<file path="src/kda_pkg.sv">
`timescale 1ns / 1ps

package kda_pkg;

   localparam int KEY_COUNT_DEF = 16;
   localparam int KEY_W         = 4;
   localparam int HIST_W        = 4;
   localparam int TICK_W        = 8;

   localparam logic [HIST_W-1:0] HIST_ALL_ONES = 4'hf;
   localparam logic [TICK_W-1:0] KILL_MARK     = 8'd250;
   localparam logic [TICK_W-1:0] TICK_LONG     = 8'd30;
   localparam logic [TICK_W-1:0] TICK_STEP16   = 8'd48;
   localparam logic [TICK_W-1:0] TICK_STEP8    = 8'd128;
   localparam logic [TICK_W-1:0] TICK_STEP4    = 8'd208;
   localparam logic [TICK_W-1:0] TICK_WRAP     = 8'd206;

   localparam logic OP_TICK = 1'b0;
   localparam logic OP_KILL = 1'b1;

   typedef enum logic [2:0] {
      EV_NONE   = 3'd0,
      EV_FIRST  = 3'd1,
      EV_LONG   = 3'd2,
      EV_REPEAT = 3'd3,
      EV_BREAK  = 3'd4
   } event_kind_type;

   typedef struct packed {
      logic [HIST_W-1:0] history;
      logic [TICK_W-1:0] ticks;
   } entry_type;

endpackage

</file>
<file path="src/kda_req_if.sv">
`timescale 1ns / 1ps

interface kda_req_if;
   logic       valid;
   logic       ready;
   logic       operation;
   logic [3:0] key_index;
   logic       pressed;

   modport source (output valid, output operation, output key_index, output pressed,
                   input ready);
   modport sink (input valid, input operation, input key_index, input pressed,
                 output ready);
endinterface

</file>
<file path="src/kda_rsp_if.sv">
`timescale 1ns / 1ps

interface kda_rsp_if;
   logic       valid;
   logic       ready;
   logic [2:0] event_kind;
   logic [3:0] event_key;
   logic       key_held;

   modport source (output valid, output event_kind, output event_key, output key_held,
                   input ready);
   modport sink (input valid, input event_kind, input event_key, input key_held,
                 output ready);
endinterface

</file>
<file path="src/kda_store.sv">
`timescale 1ns / 1ps

module kda_store #(
   parameter int DEPTH  = 16,
   parameter int ADDR_W = 4
) (
   input  logic               clock,
   input  logic               reset,
   input  logic               rd_en,
   input  logic [ADDR_W-1:0]  rd_addr,
   input  logic               wr_en,
   input  logic [ADDR_W-1:0]  wr_addr,
   input  kda_pkg::entry_type wr_data,
   output kda_pkg::entry_type rd_data
);
   import kda_pkg::*;

   entry_type        mem [DEPTH];
   logic [DEPTH-1:0] valid_ff;
   entry_type        mem_q_ff;
   logic             hit_q_ff;
   logic             fwd_q_ff;
   entry_type        fwd_data_ff;

   always_ff @(posedge clock) begin
      if (wr_en) begin
         mem[wr_addr] <= wr_data;
      end
   end

   // entries never written read as zero
   always_ff @(posedge clock) begin
      if (reset) begin
         valid_ff <= '0;
      end else if (wr_en) begin
         valid_ff[wr_addr] <= 1'b1;
      end
   end

   // a write landing on the same edge as the read is forwarded
   always_ff @(posedge clock) begin
      if (rd_en) begin
         mem_q_ff    <= mem[rd_addr];
         hit_q_ff    <= valid_ff[rd_addr];
         fwd_q_ff    <= wr_en && (wr_addr == rd_addr);
         fwd_data_ff <= wr_data;
      end
   end

   always_comb begin
      if (fwd_q_ff) begin
         rd_data = fwd_data_ff;
      end else if (hit_q_ff) begin
         rd_data = mem_q_ff;
      end else begin
         rd_data = '0;
      end
   end
endmodule

</file>
<file path="src/kda_update.sv">
`timescale 1ns / 1ps

module kda_update (
   input  logic                     operation,
   input  logic                     pressed,
   input  kda_pkg::entry_type       entry_cur,
   output kda_pkg::entry_type       entry_nxt,
   output kda_pkg::event_kind_type  event_kind,
   output logic                     key_held
);
   import kda_pkg::*;

   logic [HIST_W-1:0] hist_now;
   logic [TICK_W-1:0] cnt_base;
   logic [TICK_W:0]   cnt_inc;
   logic [TICK_W-1:0] cnt_nxt;
   event_kind_type    ev;

   always_comb begin
      hist_now = {entry_cur.history[HIST_W-2:0], pressed};
      cnt_base = entry_cur.ticks;
      ev       = EV_NONE;

      if (entry_cur.history != hist_now) begin
         if (hist_now == '0) begin
            if (entry_cur.ticks < KILL_MARK) begin
               ev = EV_BREAK;
            end
         end else if (hist_now == HIST_ALL_ONES) begin
            cnt_base = '0;
         end
      end

      cnt_inc = {1'b0, cnt_base} + 9'd1;
      cnt_nxt = cnt_base;
      if (hist_now == HIST_ALL_ONES) begin
         cnt_nxt = cnt_inc[TICK_W-1:0];
         if (cnt_inc >= {1'b0, KILL_MARK}) begin
            cnt_nxt = KILL_MARK;
         end else if (cnt_inc == 9'd1) begin
            ev = EV_FIRST;
         end else if (cnt_inc == {1'b0, TICK_LONG}) begin
            ev = EV_LONG;
         end else if (cnt_inc <= {1'b0, TICK_STEP16}) begin
            if (cnt_inc[3:0] == 4'd0) ev = EV_REPEAT;
         end else if (cnt_inc <= {1'b0, TICK_STEP8}) begin
            if (cnt_inc[2:0] == 3'd0) ev = EV_REPEAT;
         end else if (cnt_inc <= {1'b0, TICK_STEP4}) begin
            if (cnt_inc[1:0] == 2'd0) ev = EV_REPEAT;
            if (cnt_inc == {1'b0, TICK_STEP4}) cnt_nxt = TICK_WRAP;
         end
      end

      if (operation == OP_KILL) begin
         entry_nxt.history = entry_cur.history;
         entry_nxt.ticks   = KILL_MARK;
         event_kind        = EV_NONE;
         key_held          = (entry_cur.history == HIST_ALL_ONES);
      end else begin
         entry_nxt.history = hist_now;
         entry_nxt.ticks   = cnt_nxt;
         event_kind        = ev;
         key_held          = (hist_now == HIST_ALL_ONES);
      end
   end
endmodule

</file>
<file path="src/key_debounce_autorepeat.sv">
`timescale 1ns / 1ps

// Multi-key debouncer with first-press, long-press and autorepeat events.
// req channel: one item per scan tick of one key (operation = tick with the
// raw level in pressed, or kill to silence that key until its next press).
// rsp channel: exactly one result per request, in request order: the event
// kind (none when nothing happens), the key and its debounced held level.
// Per-key history and held-tick count live in one single-port-read memory;
// the entry is read on the request transfer, updated in the next cycle and
// written back as the result is loaded into the output register.
// The read data is registered in the memory wrapper, the result in the output register.
// Throughput: one request per cycle unless rsp stalls; a back-to-back request
// to the same key gets the written-back entry by a forward path in the store.
// Reset clears per-entry valid bits so every key reads as history 0, count 0;
// no clearing sweep is needed and requests are taken right after reset.
// When rsp stalls, the output register holds, one more request is taken
// into the update stage, and req.ready then drops until rsp moves.
// Keys at or above KEY_COUNT leave all state alone and answer none / 0.
module key_debounce_autorepeat #(
   parameter int KEY_COUNT = kda_pkg::KEY_COUNT_DEF
) (
   input logic       clock,
   input logic       reset,
   kda_req_if.sink   req,
   kda_rsp_if.source rsp
);
   import kda_pkg::*;

   localparam int ADDR_W = (KEY_COUNT > 1) ? $clog2(KEY_COUNT) : 1;

   logic              req_xfer;
   logic              s1_adv;
   logic              s1_valid_ff;
   logic              s1_op_ff;
   logic              s1_pressed_ff;
   logic [KEY_W-1:0]  s1_key_ff;
   logic              s1_inrange_ff;
   logic              wr_en;
   entry_type         entry_cur;
   entry_type         entry_nxt;
   event_kind_type    upd_kind;
   logic              upd_held;
   logic              rsp_valid_ff;
   logic [2:0]        rsp_kind_ff;
   logic [KEY_W-1:0]  rsp_key_ff;
   logic              rsp_held_ff;

   assign s1_adv    = s1_valid_ff && (!rsp_valid_ff || rsp.ready);
   assign req.ready = !s1_valid_ff || s1_adv;
   assign req_xfer  = req.valid && req.ready;
   assign wr_en     = s1_adv && s1_inrange_ff;

   kda_store #(
      .DEPTH  (KEY_COUNT),
      .ADDR_W (ADDR_W)
   ) u_store (
      .clock   (clock),
      .reset   (reset),
      .rd_en   (req_xfer),
      .rd_addr (ADDR_W'(req.key_index)),
      .wr_en   (wr_en),
      .wr_addr (ADDR_W'(s1_key_ff)),
      .wr_data (entry_nxt),
      .rd_data (entry_cur)
   );

   kda_update u_update (
      .operation  (s1_op_ff),
      .pressed    (s1_pressed_ff),
      .entry_cur  (entry_cur),
      .entry_nxt  (entry_nxt),
      .event_kind (upd_kind),
      .key_held   (upd_held)
   );

   always_ff @(posedge clock) begin
      if (reset) begin
         s1_valid_ff <= 1'b0;
      end else if (req.ready) begin
         s1_valid_ff <= req.valid;
      end
   end

   always_ff @(posedge clock) begin
      if (req_xfer) begin
         s1_op_ff      <= req.operation;
         s1_pressed_ff <= req.pressed;
         s1_key_ff     <= req.key_index;
         s1_inrange_ff <= (int'(req.key_index) < KEY_COUNT);
      end
   end

   always_ff @(posedge clock) begin
      if (reset) begin
         rsp_valid_ff <= 1'b0;
      end else if (!rsp_valid_ff || rsp.ready) begin
         rsp_valid_ff <= s1_valid_ff;
      end
   end

   always_ff @(posedge clock) begin
      if (s1_adv) begin
         rsp_key_ff <= s1_key_ff;
         if (s1_inrange_ff) begin
            rsp_kind_ff <= upd_kind;
            rsp_held_ff <= upd_held;
         end else begin
            rsp_kind_ff <= EV_NONE;
            rsp_held_ff <= 1'b0;
         end
      end
   end

   assign rsp.valid      = rsp_valid_ff;
   assign rsp.event_kind = rsp_kind_ff;
   assign rsp.event_key  = rsp_key_ff;
   assign rsp.key_held   = rsp_held_ff;

   a_write_in_range: assert property (@(posedge clock) disable iff (reset)
      wr_en |-> (int'(s1_key_ff) < KEY_COUNT))
      else $error("write-back for a key outside the store");

   a_adv_loads_rsp: assert property (@(posedge clock) disable iff (reset)
      s1_adv |=> rsp_valid_ff)
      else $error("update stage advanced without loading the output register");

   a_out_of_range_quiet: assert property (@(posedge clock) disable iff (reset)
      (rsp_valid_ff && (int'(rsp_key_ff) >= KEY_COUNT))
         |-> (rsp_kind_ff == EV_NONE) && !rsp_held_ff)
      else $error("event reported for a key outside the store");

   a_held_no_break: assert property (@(posedge clock) disable iff (reset)
      (rsp_valid_ff && rsp_held_ff) |-> (rsp_kind_ff != EV_BREAK))
      else $error("break reported while key still held");
endmodule
</file>
<file path="src/flat_wrapper.sv">
// flat-port wrapper written by rule: the top's interface ports become plain ports
module key_debounce_autorepeat_flat import kda_pkg::*;
#(
   parameter int KEY_COUNT = kda_pkg::KEY_COUNT_DEF
)
  (clock, reset, req_valid, req_operation, req_key_index, req_pressed, req_ready, rsp_valid, rsp_event_kind, rsp_event_key, rsp_key_held, rsp_ready);
  kda_req_if req_i ();
  kda_rsp_if rsp_i ();
  input logic clock;
  input logic reset;
  input wire logic [$bits(req_i.valid)-1:0] req_valid;
  input wire logic [$bits(req_i.operation)-1:0] req_operation;
  input wire logic [$bits(req_i.key_index)-1:0] req_key_index;
  input wire logic [$bits(req_i.pressed)-1:0] req_pressed;
  output wire logic [$bits(req_i.ready)-1:0] req_ready;
  output wire logic [$bits(rsp_i.valid)-1:0] rsp_valid;
  output wire logic [$bits(rsp_i.event_kind)-1:0] rsp_event_kind;
  output wire logic [$bits(rsp_i.event_key)-1:0] rsp_event_key;
  output wire logic [$bits(rsp_i.key_held)-1:0] rsp_key_held;
  input wire logic [$bits(rsp_i.ready)-1:0] rsp_ready;
  assign req_i.valid = req_valid;
  assign req_i.operation = req_operation;
  assign req_i.key_index = req_key_index;
  assign req_i.pressed = req_pressed;
  assign req_ready = req_i.ready;
  assign rsp_valid = rsp_i.valid;
  assign rsp_event_kind = rsp_i.event_kind;
  assign rsp_event_key = rsp_i.event_key;
  assign rsp_key_held = rsp_i.key_held;
  assign rsp_i.ready = rsp_ready;
  key_debounce_autorepeat #(.KEY_COUNT(KEY_COUNT)) u_core (.clock(clock), .reset(reset), .req(req_i), .rsp(rsp_i));
endmodule
</file>
<file path="config.mk">
export PLATFORM = sky130hd
export DESIGN_NAME = key_debounce_autorepeat_flat
export DESIGN_NICKNAME = d
export VERILOG_FILES = /design/src/kda_pkg.sv /design/src/kda_req_if.sv /design/src/kda_rsp_if.sv /design/src/kda_store.sv /design/src/kda_update.sv /design/src/key_debounce_autorepeat.sv /design/src/flat_wrapper.sv
export SDC_FILE = /design/constraint.sdc
export NUM_CORES = 1
export LEC_CHECK = 0
export BUFFER_PORTS_ARGS = -buffer_cell sky130_fd_sc_hd__buf_2
export CAP_MARGIN = 25
export CORE_ASPECT_RATIO = 2
export CORE_UTILIZATION = 55
export CTS_CLUSTER_DIAMETER = 200
export DETAILED_ROUTE_END_ITERATION = 10
export PLACE_DENSITY_LB_ADDON = 0.2
export SKIP_CTS_REPAIR_TIMING = 1
export SYNTH_ARGS = -nofsm -noshare
export SYNTH_HDL_FRONTEND = slang
export SYNTH_SLANG_ARGS = --single-unit
</file>
<file path="constraint.sdc">
create_clock -name clock -period 7 [get_ports clock]
set_input_delay 1.4 -clock clock [delete_from_list [all_inputs] [get_ports clock]]
set_output_delay 1.4 -clock clock [all_outputs]
set_load 0.005 [all_outputs]
</file>
==> summary.md, run 1 <==
| Metric | Value |
|---|---|
| Met3 global-route usage | `2.25%` |
| Share of layout cells above drive strength 1 | `around a quarter` |
| Root Buffer | `clkbuf_16` |
| CTS H-Tree Depth | `1` |
| Outcome | `finished, final reports clean` |
| Post-synth ARST share | `0%` |
| Vias in the first global route | `5607` |
| Register area | `0.00733 mm²` |
| Final hold viol count | `0` |
| Kind of critical path | `flop to flop` |
| RSZ-0062 raised after global routing | `false` |
| Final WL | `22300 µm` |
| Setup_tns | `0 ns` |
| CP startpoint | `u_core.u_store.fwd_q_ff$_DFFE_PP_` |
| Avg Vias per Cell | `6.37` |
| Sequential cell area fraction in the yosys report | `71.1%` |
| Max Clock Freq | `168 MHz` |
| First-pass DRT Iterations | `5` |
| Setup Viol. Count Final | `0` |
| Critical path endpoint category | `flop` |
| Total track usage | `between 20% and 30%` |
| CTS Buf Count | `21` |
| Post-Place Worst Slack | `1.07 ns` |
| Cell Int Power | `2.50 mW` |
| Rows | `70` |
| Final non-filler cell total | `834` |
| Met2 Usage GRT | `46.2%` |
| Met1 GRT Util | `27.9%` |
| Clock network power share | `39.9%` |
| Relative slew slack | `between 20 and 30%` |
| Fin. max-slew vios | `0` |
| Die X-Extent | `around 99 µm` |
| Port buffer count | `19` |
| Syn nets | `between 500 and 600` |
| Area of the multi-input gates | `0.00285 mm²` |
| Fin nets | `621` |
| Unique cell type count in the Yosys netlist | `55` |
| I/O pin cnt | `20` |
| Synth warn | `0` |
| Critical hold path startpoint | `u_core.u_store.valid_ff[15]$_SDFFE_PP0P_` |
| Inst Count DP | `793` |
| Initial cell density of the core | `56.3%` |
| Largest net degree at the start of global routing | `55` |
| Grt ovf | `0` |
| Post-DP HPWL | `between 10000 and 15000 µm` |
| Startpoint types | `flop` |
| CTS max path bufs | `3` |
| Clk sinks | `250` |
| ANT nets after route | `0` |
| Leak | `3.82 nW` |
| Min Tclk post-route | `5.96 ns` |
| Fin Clk Skew | `between 0.01 and 0.015 ns` |
| Slew @ Worst Pin | `1.06 ns` |
| Initial antenna violation count | `1` |
| Ys flop type | `edfxtp_1` |
| First-pass GRT wire length | `34000 µm` |
| Tcrit/Tclk final | `85.1%` |
| FF+latch count, synth | `250` |
| DR iter-0 viols | `401` |
| Final Util | `62.8%` |
| DR vias | `5311` |
| Critical-path maximum fanout | `21` |
| Fill cells | `1292` |
| Full die area | `0.0193 mm²` |
| Routed WL per cell | `around 27 µm` |
| Max_cap viols | `0` |
| Layout Area Growth over Synthesis | `11.7%` |
| CTS tree | `built` |
| Core ar. | `0.0183 mm²` |
| Average size of a mapped cell | `18.2 µm²` |
| Detailed-route DRC error count | `0` |
| Sw Share | `19.9%` |
| Net switching power | `621 µW` |
| Final setup margin | `~1.0 ns` |
| Hold WC Path Type | `flop to flop` |
| P per Cell Area | `~270 mW/mm²` |
| Critical Path RT | `7.15 ns` |
| Gr busiest metal | `met2` |
| Peak supply drop | `between 0.2 and 0.25 mV` |
| Post-synth EDFFs | `approximately 230` |
| Worst-path clk slew | `0.07 ns` |
| Sequential share of power | `54.0%` |
| Comb power frac | `6.1%` |
| GPL Wtd Cong | `between 0.9 and 1` |
| Mapped Area | `0.0103 mm²` |
| Worst skew pair latency | `around 0.50 ns` |
| Syn Inst Count | `565` |
| Worst r2r src | `u_core.u_store.fwd_q_ff$_DFFE_PP_` |
| Die height | `196 µm` |
| WP data arrival | `6.11 ns` |
-- final cells by class --
type	count	area share, %
sequential	250	63.7
multi-input combinational	279	24.8
clock buffer	32	5.67
timing repair buffer	42	2.35
tap	216	2.35
clock inverter	5	0.848
inverter	9	0.294
antenna	1	0.0218
-- kinds of logic (layout without fill, tap and decap cells) --
logic type                 Yosys count  in the layout  synth area share (%)
AOI/OAI and AO/OA                   56             56                  4.20
xor gates and xnor gates            11             11                  1.01
adders and majority gates            8              8                 0.972
buffers and inverters               36             88                  1.57
DFF                                250            250                  71.1
muxes                               68             68                  14.5
other                                0              1                     0
and+or+nand+nor                    136            136                  6.56
-- worst max-delay path, stage by stage, from the launching register on --
cell and delay, ns:
edfxtp_1 0.50, buf_4 0.26, nor2b_2 0.37, a22o_1 0.27, ha_1 0.26, nor3_1 0.26
o211ai_1 0.16, a21oi_1 0.19, or2_1 0.39, nand2b_1 0.17, inv_1 0.12, ha_1 0.26
inv_1 0.10, a221oi_4 0.25, nand2_1 0.14, xor2_1 0.25, nand3_1 0.15, o41a_1 0.51
nor4b_1 0.19, o21bai_1 0.81
-- Yosys cell counts, drive strengths merged, types with 2 or more instances --
master | count | area share (%)
nand3b | 5 | 0.61
o21ba | 5 | 0.49
a22o | 5 | 0.43
and3b | 2 | 0.17
mux4 | 65 | 14
xnor2 | 4 | 0.34
nor2 | 54 | 2.0
edfxtp | 232 | 68
mux2 | 3 | 0.33
a21oi | 10 | 0.49
nand2b | 7 | 0.43
a21boi | 2 | 0.15
xor2 | 7 | 0.67
nor2b | 2 | 0.15
and2 | 5 | 0.30
nor4 | 2 | 0.12
nand2 | 28 | 1.0
dfxtp | 18 | 3.5
a211oi | 2 | 0.15
o21ai | 6 | 0.29
inv | 9 | 0.33
ha | 8 | 0.97
clkbuf | 16 | 0.58
buf | 11 | 0.66
o211ai | 5 | 0.36
a22oi | 5 | 0.36
nand3 | 12 | 0.58
or3 | 2 | 0.12
o21bai | 2 | 0.15
a21o | 2 | 0.15
a31o | 3 | 0.26
nand4b | 3 | 0.26
nor3 | 8 | 0.39
-- registers in the layout (all words and copies together), names as in the netlist --
register                    cells
u_core.s1_pressed_ff            1
u_core.rsp.event_key            4
u_core.u_store.fwd_q_ff         1
u_core.u_store.mem_q_ff        12
u_core.rsp.key_held             1
u_core.rsp.event_kind           3
u_core.u_store.fwd_data_ff     12
u_core.s1_valid_ff              1
u_core.u_store.valid_ff        16
u_core.rsp.valid                1
u_core.s1_op_ff                 1
u_core.s1_key_ff                4
u_core.u_store.mem            192
u_core.u_store.hit_q_ff         1
-- layer usage --
| layer | share of wire [%] | vias up |
|---|---|---|
| met5 | 0 | - |
| met4 | 4.1 | 0 |
| met3 | 4.3 | 65 |
| met2 | 57 | 178 |
| met1 | 34 | 2730 |
| li1 | - | 2338 |
-- per-stage QoR --
step	instance area, µm²	hold slack, ns	power [mW]
final	11500	0.476	3.12
after floorplan	10300	0.424	1.85
after CTS	11500	0.479	3.14
after global routing	11500	0.505	3.22
after global placement	10700	0.445	1.90
after detailed placement	10700	0.461	1.91
-- cells in the final DEF (no fill, tap or decap), drive strengths merged, types with 2 or more instances in the layout --
master	count
clkinv	2
o21ai	6
bufinv	3
mux2	3
and2	5
nor3	8
a22o	5
a21boi	2
and3b	2
a21oi	10
inv	9
nand4b	3
dfxtp	18
a22oi	5
nand3	12
nand2	28
nor2b	2
nand3b	5
a211oi	2
a21o	2
edfxtp	232
or3	2
nand2b	7
xor2	7
ha	8
mux4	65
clkbuf	32
nor2	54
o21ba	5
a31o	3
nor4	2
o21bai	2
o211ai	5
xnor2	4
buf	42
-- power by group through the flow --
stage	clock network [mW]	logic, mW	registers, mW
2_1_floorplan	0	0.135	1.71
3_3_place_gp	0	0.185	1.72
3_5_place_dp	0	0.189	1.72
4_1_cts	1.27	0.190	1.69
5_1_grt	1.32	0.206	1.69
6_report	1.25	0.190	1.69
-- path summary, 6_finish.rpt --
| path | cells after the start | slack, ns | end |
|---|---|---|---|
| max reg2reg | 19 | 1.04 | u_core.u_store.mem[6][1]$_DFFE_PP_ |
| min | 2 | 0.48 | u_core.u_store.valid_ff[15]$_SDFFE_PP0P_ |
| max | 19 | 1.04 | u_core.u_store.mem[6][1]$_DFFE_PP_ |
| min reg2reg | 2 | 0.48 | u_core.u_store.valid_ff[15]$_SDFFE_PP0P_ |
Power figures use the tool's default switching activity.
==> inputs of run 2 (changes only) <==
==> constraint.sdc (replaced) <==
create_clock -name clock -period 6.85 [get_ports clock]
set_input_delay 0.685 -clock clock [delete_from_list [all_inputs] [get_ports clock]]
set_output_delay 0.685 -clock clock [all_outputs]
set_load 0.005 [all_outputs]
==> summary.md, run 2 (synthesis gave the netlist of run 1 again) <==
| Metric | Value |
|---|---|
| Outcome | `finished, final reports clean` |
| Die height | `196 µm (unchanged)` |
| Die X-Extent | `98.8 µm (unchanged)` |
| Most common cell after layout, fill and taps aside | `edfxtp_1` |
| CP peak stage delay | `0.80 ns (about the same)` |
| Port buffer count | `19 (unchanged)` |
| Fin nets | `620 (-0.16%)` |
| Peak supply drop | `0.239 mV (+2.9%)` |
| Fill cells | `1254 (-2.9%)` |
| RSZ-0062 raised after global routing | `false` |
| CTS max path bufs | `3 (unchanged)` |
| Critical path endpoint category | `flop` |
| Layout Area Growth over Synthesis | `11.0%` |
| Vias in the first global route | `5624 (+0.30%)` |
| Relative slew slack | `30.6% (+1.3 points)` |
| Worst-path clk slew | `0.07 ns (about the same)` |
| Inst Count DP | `794 (+0.13%)` |
| Post-DP HPWL | `14700 µm (+1.4%)` |
| Total track usage | `25.0% (+0.54 points)` |
| Fin Clk Skew | `0.0129 ns (-0.000538 ns)` |
| ANT cells | `0 (-1)` |
| Slew @ Worst Pin | `1.04 ns (-0.0195 ns)` |
| Share of layout cells above drive strength 1 | `25.2% (+0.24 points)` |
| Initial antenna violation count | `0 (-1)` |
| Routed WL per cell | `27.5 µm (+2.9%)` |
| DR vias | `5355 (+0.83%)` |
| R2R Setup Slk | `1.04 ns (about the same)` |
| Max reg flops | `192 (unchanged)` |
| Biggest regs | `u_core.u_store.mem (192), u_core.u_store.valid_ff (16)` |
| Grt ovf | `0 (unchanged)` |
| ANT nets after route | `0 (unchanged)` |
| Full die area | `0.0193 mm² (unchanged)` |
| CTS Buf Count | `21 (unchanged)` |
| Max Clock Freq | `172 MHz (+2.6%)` |
| P per Cell Area | `273 mW/mm² (+0.69%)` |
| Most frequent cells in the layout | `232 x edfxtp_1, 65 x mux4_2, 54 x nor2_1` |
| Kind of critical path | `flop to flop` |
| Cell Chain, Critical Path | `buf_4 > nor2b_2 > a22o_1 > ha_1 > nor3_1 > o211ai_1 > a21oi_1 > or2_1 > nand2b_1 > inv_1 > ha_1 > inv_1 > a221oi_4 > nand2_1 > xor2_1 > nand3_1 > o41a_1 > nor4b_1 > o21bai_1` |
| Startpoint types | `flop` |
| WHS | `0.364 ns (-0.111 ns)` |
| Rows | `70 (unchanged)` |
| First-pass GRT wire length | `34400 µm (+1.2%)` |
| Critical-path maximum fanout | `17 (-19%)` |
| Leak | `3.78 nW (-0.84%)` |
| Most flops, register | `u_core.u_store.mem` |
| Setup Viol. Count Final | `0 (unchanged)` |
| Avg Vias per Cell | `6.44 (+1.2%)` |
| Core ar. | `0.0183 mm² (unchanged)` |
| CTS tree | `built` |
| Fin. max-slew vios | `0 (unchanged)` |
| Critical Path RT | `7.00 ns (-0.15 ns)` |
| DR iter-0 viols | `506 (+26%)` |
| Final total power | `3.12 mW (about the same)` |
| GPL Wtd Cong | `0.878 (-3.9%)` |
| CTS H-Tree Depth | `1 (unchanged)` |
| Final WL | `22900 µm (+2.5%)` |
| Post-Place Worst Slack | `1.14 ns (+0.0695 ns)` |
| Final setup margin | `1.04 ns (-0.00106 ns)` |
| I/O pin cnt | `20 (unchanged)` |
| Setup_tns | `0 ns (unchanged)` |
| Final non-filler cell total | `831 (-0.36%)` |
| Root Buffer | `clkbuf_16` |
| Detailed-route DRC error count | `0 (unchanged)` |
| Slowest-stage cell, CP | `o21bai_1` |
| First-pass DRT Iterations | `5 (unchanged)` |
| Clk sinks | `250 (unchanged)` |
| WP data arrival | `5.96 ns (-0.15 ns)` |
| Worst skew pair latency | `0.50 ns (about the same)` |
| Final hold viol count | `0 (unchanged)` |
| Initial cell density of the core | `56.3% (unchanged)` |
| Min Tclk post-route | `5.81 ns (-0.149 ns)` |
| Tcrit/Tclk final | `84.8% (-0.31 points)` |
| Max_cap viols | `0 (unchanged)` |
| Largest net degree at the start of global routing | `55 (unchanged)` |
| Hold WC Path Type | `input port to flop` |
run 2: cell types whose count changed in the layout (fill, tap and decap cells not counted), sizes merged:
cell	delta
clkbuf	-5
clkinv	+3
buf	-1
clkinvlp	+1
diode	-1
run 2: final cells by class:
| class | instances | area (µm²) | share of cell area, % |
|---|---|---|---|
| well taps | 216 | 270 | 2.36 |
| inverters | 9 | 33.8 | 0.296 |
| clock inverters | 9 | 120 | 1.05 |
| flip-flops and latches | 250 | 7330 | 64.1 |
| multi-input cells | 279 | 2850 | 24.9 |
| clock buffers | 27 | 568 | 4.97 |
| repair buffers | 41 | 263 | 2.30 |
run 2: path summary, 6_finish.rpt:
| path | from | to | depth (start not counted) |
|---|---|---|---|
| setup reg to reg | u_core.u_store.hit_q_ff$_DFFE_PP_ | u_core.u_store.mem[14][1]$_DFFE_PP_ | 19 |
| setup / recovery | u_core.u_store.hit_q_ff$_DFFE_PP_ | u_core.u_store.mem[14][1]$_DFFE_PP_ | 19 |
| hold reg to reg | u_core.u_store.valid_ff[2]$_SDFFE_PP0P_ | u_core.u_store.valid_ff[2]$_SDFFE_PP0P_ | 2 |
| hold / removal | req_operation | u_core.s1_op_ff$_DFFE_PP_ | 1 |
run 2: metrics by stage:
| step | util [%] | instance area [µm²] |
|---|---|---|
| 2_1_floorplan | - | 10300 |
| 3_3_place_gp | 58.6 | 10700 |
| 3_5_place_dp | 58.6 | 10700 |
| 4_1_cts | 62.4 | 11400 |
| 5_1_grt | 62.4 | 11400 |
| 6_report | 62.4 | 11400 |
run 2: worst max-delay path, delay by kind of cell, from the launching register on:
| family | cells | cell delay [ns] |
|---|---|---|
| and+or+nand+nor | 7 | 1.73 |
| xor gates and xnor gates | 1 | 0.24 |
| adders and majority gates | 2 | 0.52 |
| DFF | 1 | 0.32 |
| AOI/OAI and AO/OA | 6 | 2.19 |
| buffers and inverters | 3 | 0.44 |
run 2: routing by layer:
layer	vias to the layer above	GRT usage (%)	routed length, µm
met5	-	0	0
met1	2820	28.4	8140
met2	158	47.8	13300
met4	0	9.29	624
met3	41	2.22	810
li1	2336	-	-
run 2: where the power goes:
part,switching [mW],internal (mW)
clock,0.507,0.698
sequential,0.0162,1.71
combinational,0.119,0.0765
total,0.641,2.48
==> inputs of run 3 (changes only) <==
==> constraint.sdc (replaced) <==
create_clock -name clock -period 5.8 [get_ports clock]
set_input_delay 0.58 -clock clock [delete_from_list [all_inputs] [get_ports clock]]
set_output_delay 0.58 -clock clock [all_outputs]
set_load 0.005 [all_outputs]
==> summary.md, run 3 (synthesis gave the netlist of run 1 again) <==
| Metric | Value |
|---|---|
| Fin nets | `625 (+0.81%)` |
| Share of layout cells above drive strength 1 | `25.6% (+0.40 points)` |
| ANT nets after route | `0 (unchanged)` |
| Avg Vias per Cell | `6.49 (+0.77%)` |
| Clock network power share | `38.3% (-0.3 points)` |
| Total track usage | `25.8% (+0.81 points)` |
| R2r endpoint | `u_core.rsp.event_kind[0]$_SDFFCE_PP0P_` |
| Worst r2r src | `u_core.u_store.fwd_q_ff$_DFFE_PP_` |
| Full die area | `0.0193 mm² (unchanged)` |
| Startpoint types | `flop` |
| Clk sinks | `250 (unchanged)` |
| Root Buffer | `clkbuf_16` |
| Worst skew pair latency | `0.51 ns (about the same)` |
| Vias in the first global route | `5772 (+2.6%)` |
| Final hold viol count | `0 (unchanged)` |
| Die height | `196 µm (unchanged)` |
| Worst-path clk slew | `0.07 ns (about the same)` |
| Max_cap viols | `0 (unchanged)` |
| Hold path cells | `1 (unchanged)` |
| Port buffer count | `19 (unchanged)` |
| Final total power | `3.67 mW (+18%)` |
| Leak | `3.80 nW (+0.44%)` |
| DR iter-0 viols | `383 (-24%)` |
| Initial antenna violation count | `0 (unchanged)` |
| Net switching power | `770 µW (+20%)` |
| Routed WL per cell | `28.1 µm (+2.1%)` |
| P per Cell Area | `321 mW/mm² (+17%)` |
| R2R Setup Slk | `0.46 ns (-0.58 ns)` |
| CTS max path bufs | `3 (unchanged)` |
| Die X-Extent | `98.8 µm (unchanged)` |
| Most common cell after layout, fill and taps aside | `edfxtp_1` |
| Worst r2r path cells | `18 (-1)` |
| Min Tclk post-route | `5.34 ns (-0.468 ns)` |
| RSZ-0062 raised after global routing | `false` |
| Layout Area Growth over Synthesis | `11.2%` |
| Initial cell density of the core | `56.3% (unchanged)` |
| WP data arrival | `5.63 ns (-0.33 ns)` |
| Most flops, register | `u_core.u_store.mem` |
| Slew @ Worst Pin | `1.03 ns (-0.00909 ns)` |
| First-pass GRT wire length | `35300 µm (+2.8%)` |
| Fin Clk Skew | `0.0216 ns (+0.00871 ns)` |
| Biggest regs | `u_core.u_store.mem (192), u_core.u_store.valid_ff (16)` |
| Peak supply drop | `0.264 mV (+10%)` |
| Setup_tns | `0 ns (unchanged)` |
| Final WL | `23500 µm (+2.9%)` |
| Critical hold path startpoint | `req_operation` |
| Sequential share of power | `55.4% (+0.2 points)` |
| ANT cells | `0 (unchanged)` |
| Grt ovf | `0 (unchanged)` |
| Post-DP HPWL | `14900 µm (+1.2%)` |
| Fin. max-slew vios | `0 (unchanged)` |
| Critical Path RT | `6.09 ns (-0.91 ns)` |
| Rows | `70 (unchanged)` |
| Max Clock Freq | `187 MHz (+8.8%)` |
| Detailed-route DRC error count | `0 (unchanged)` |
| Outcome | `finished, final reports clean` |
| First-pass DRT Iterations | `5 (unchanged)` |
| Kind of critical path | `flop to flop` |
| Critical path endpoint category | `flop` |
| Comb power frac | `6.3% (about the same)` |
| Sw Share | `21.0% (+0.44 points)` |
| Cell Int Power | `2.90 mW (+17%)` |
| I/O pin cnt | `20 (unchanged)` |
| CTS tree | `built` |
| Critical-path maximum fanout | `12 (-5)` |
| Most frequent cells in the layout | `232 x edfxtp_1, 65 x mux4_2, 54 x nor2_1` |
| Relative slew slack | `31.2% (+0.61 points)` |
| Tcrit/Tclk final | `92.1% (+7.3 points)` |
| Core ar. | `0.0183 mm² (unchanged)` |
| Hold EP | `u_core.s1_op_ff$_DFFE_PP_` |
| Largest net degree at the start of global routing | `44 (-20%)` |
| Max reg flops | `192 (unchanged)` |
| GPL Wtd Cong | `0.898 (+2.3%)` |
| CTS Buf Count | `22 (+4.8%)` |
| Hold WC Path Type | `input port to flop` |
| CTS H-Tree Depth | `1 (unchanged)` |
| DR vias | `5435 (+1.5%)` |
| Setup Viol. Count Final | `0 (unchanged)` |
-- run 3: worst max path at each step --
stage,depth (start not counted),slack [ns],end,start
after global routing,18,0.07,u_core.rsp.event_kind[1]$_SDFFCE_PP0P_,u_core.u_store.fwd_q_ff$_DFFE_PP_
after detailed placement,18,0.56,u_core.rsp.event_kind[0]$_SDFFCE_PP0P_,u_core.u_store.fwd_q_ff$_DFFE_PP_
after global placement,18,0.66,u_core.rsp.event_kind[0]$_SDFFCE_PP0P_,u_core.u_store.fwd_q_ff$_DFFE_PP_
after CTS,18,0.51,u_core.rsp.event_kind[0]$_SDFFCE_PP0P_,u_core.u_store.fwd_q_ff$_DFFE_PP_
after floorplan,21,1.09,u_core.u_store.fwd_data_ff[1]$_DFFE_PP_,u_core.u_store.fwd_q_ff$_DFFE_PP_
final,18,0.46,u_core.rsp.event_kind[0]$_SDFFCE_PP0P_,u_core.u_store.fwd_q_ff$_DFFE_PP_
-- run 3: stage by stage --
| stage | hold WS (ns) | area [µm²] | util (%) | instances | worst slack (ns) |
|---|---|---|---|---|---|
| after floorplan | 0.424 | 10300 | - | 565 | 1.09 |
| after global placement | 0.446 | 10800 | 58.7 | 797 | 0.663 |
| after detailed placement | 0.454 | 10800 | 58.8 | 798 | 0.557 |
| after CTS | 0.230 | 11400 | 62.5 | 836 | 0.510 |
| after global routing | 0.235 | 11500 | 62.6 | 837 | 0.0735 |
| final | 0.245 | 11500 | 62.6 | 837 | 0.458 |
-- run 3: layout make-up --
| cell class | instances | area [µm²] |
|---|---|---|
| sequential | 250 | 7330 |
| tap | 216 | 270 |
| clock buffer | 30 | 622 |
| fill | 1295 | 6850 |
| multi-input combinational | 279 | 2840 |
| inverter | 9 | 33.8 |
| clock inverter | 8 | 67.6 |
| timing repair buffer | 45 | 293 |
-- run 3: critical path, stage by stage (launching register included) --
cell and delay (ns):
edfxtp_1 0.47, nor2b_2 0.35, a22o_1 0.27, ha_1 0.26, nor3_1 0.26, o211ai_1 0.16
a21oi_1 0.19, or2_1 0.15, buf_4 0.19, and2_1 0.17, ha_1 0.35, ha_1 0.35
a211oi_1 0.42, or3b_1 0.41, and3_1 0.20, o2111ai_1 0.18, a311o_1 0.21, o311ai_1 0.18
a21oi_1 0.35
-- run 3: power by group through the flow --
stage	clock, mW	combinational, mW	sequential, mW
6_report	1.41	0.231	2.04
5_1_grt	1.50	0.251	2.04
4_1_cts	1.44	0.233	2.04
3_5_place_dp	0	0.231	2.08
3_3_place_gp	0	0.224	2.07
2_1_floorplan	0	0.163	2.07
-- run 3: routing by layer --
metal  vias up  track usage (%)  wire length (µm)
li1       2351                -                 -
met1      2816             28.7              7910
met2       187             46.7             13100
met3        81             3.51              1100
met4         0             14.9              1440
met5         -                0                 0
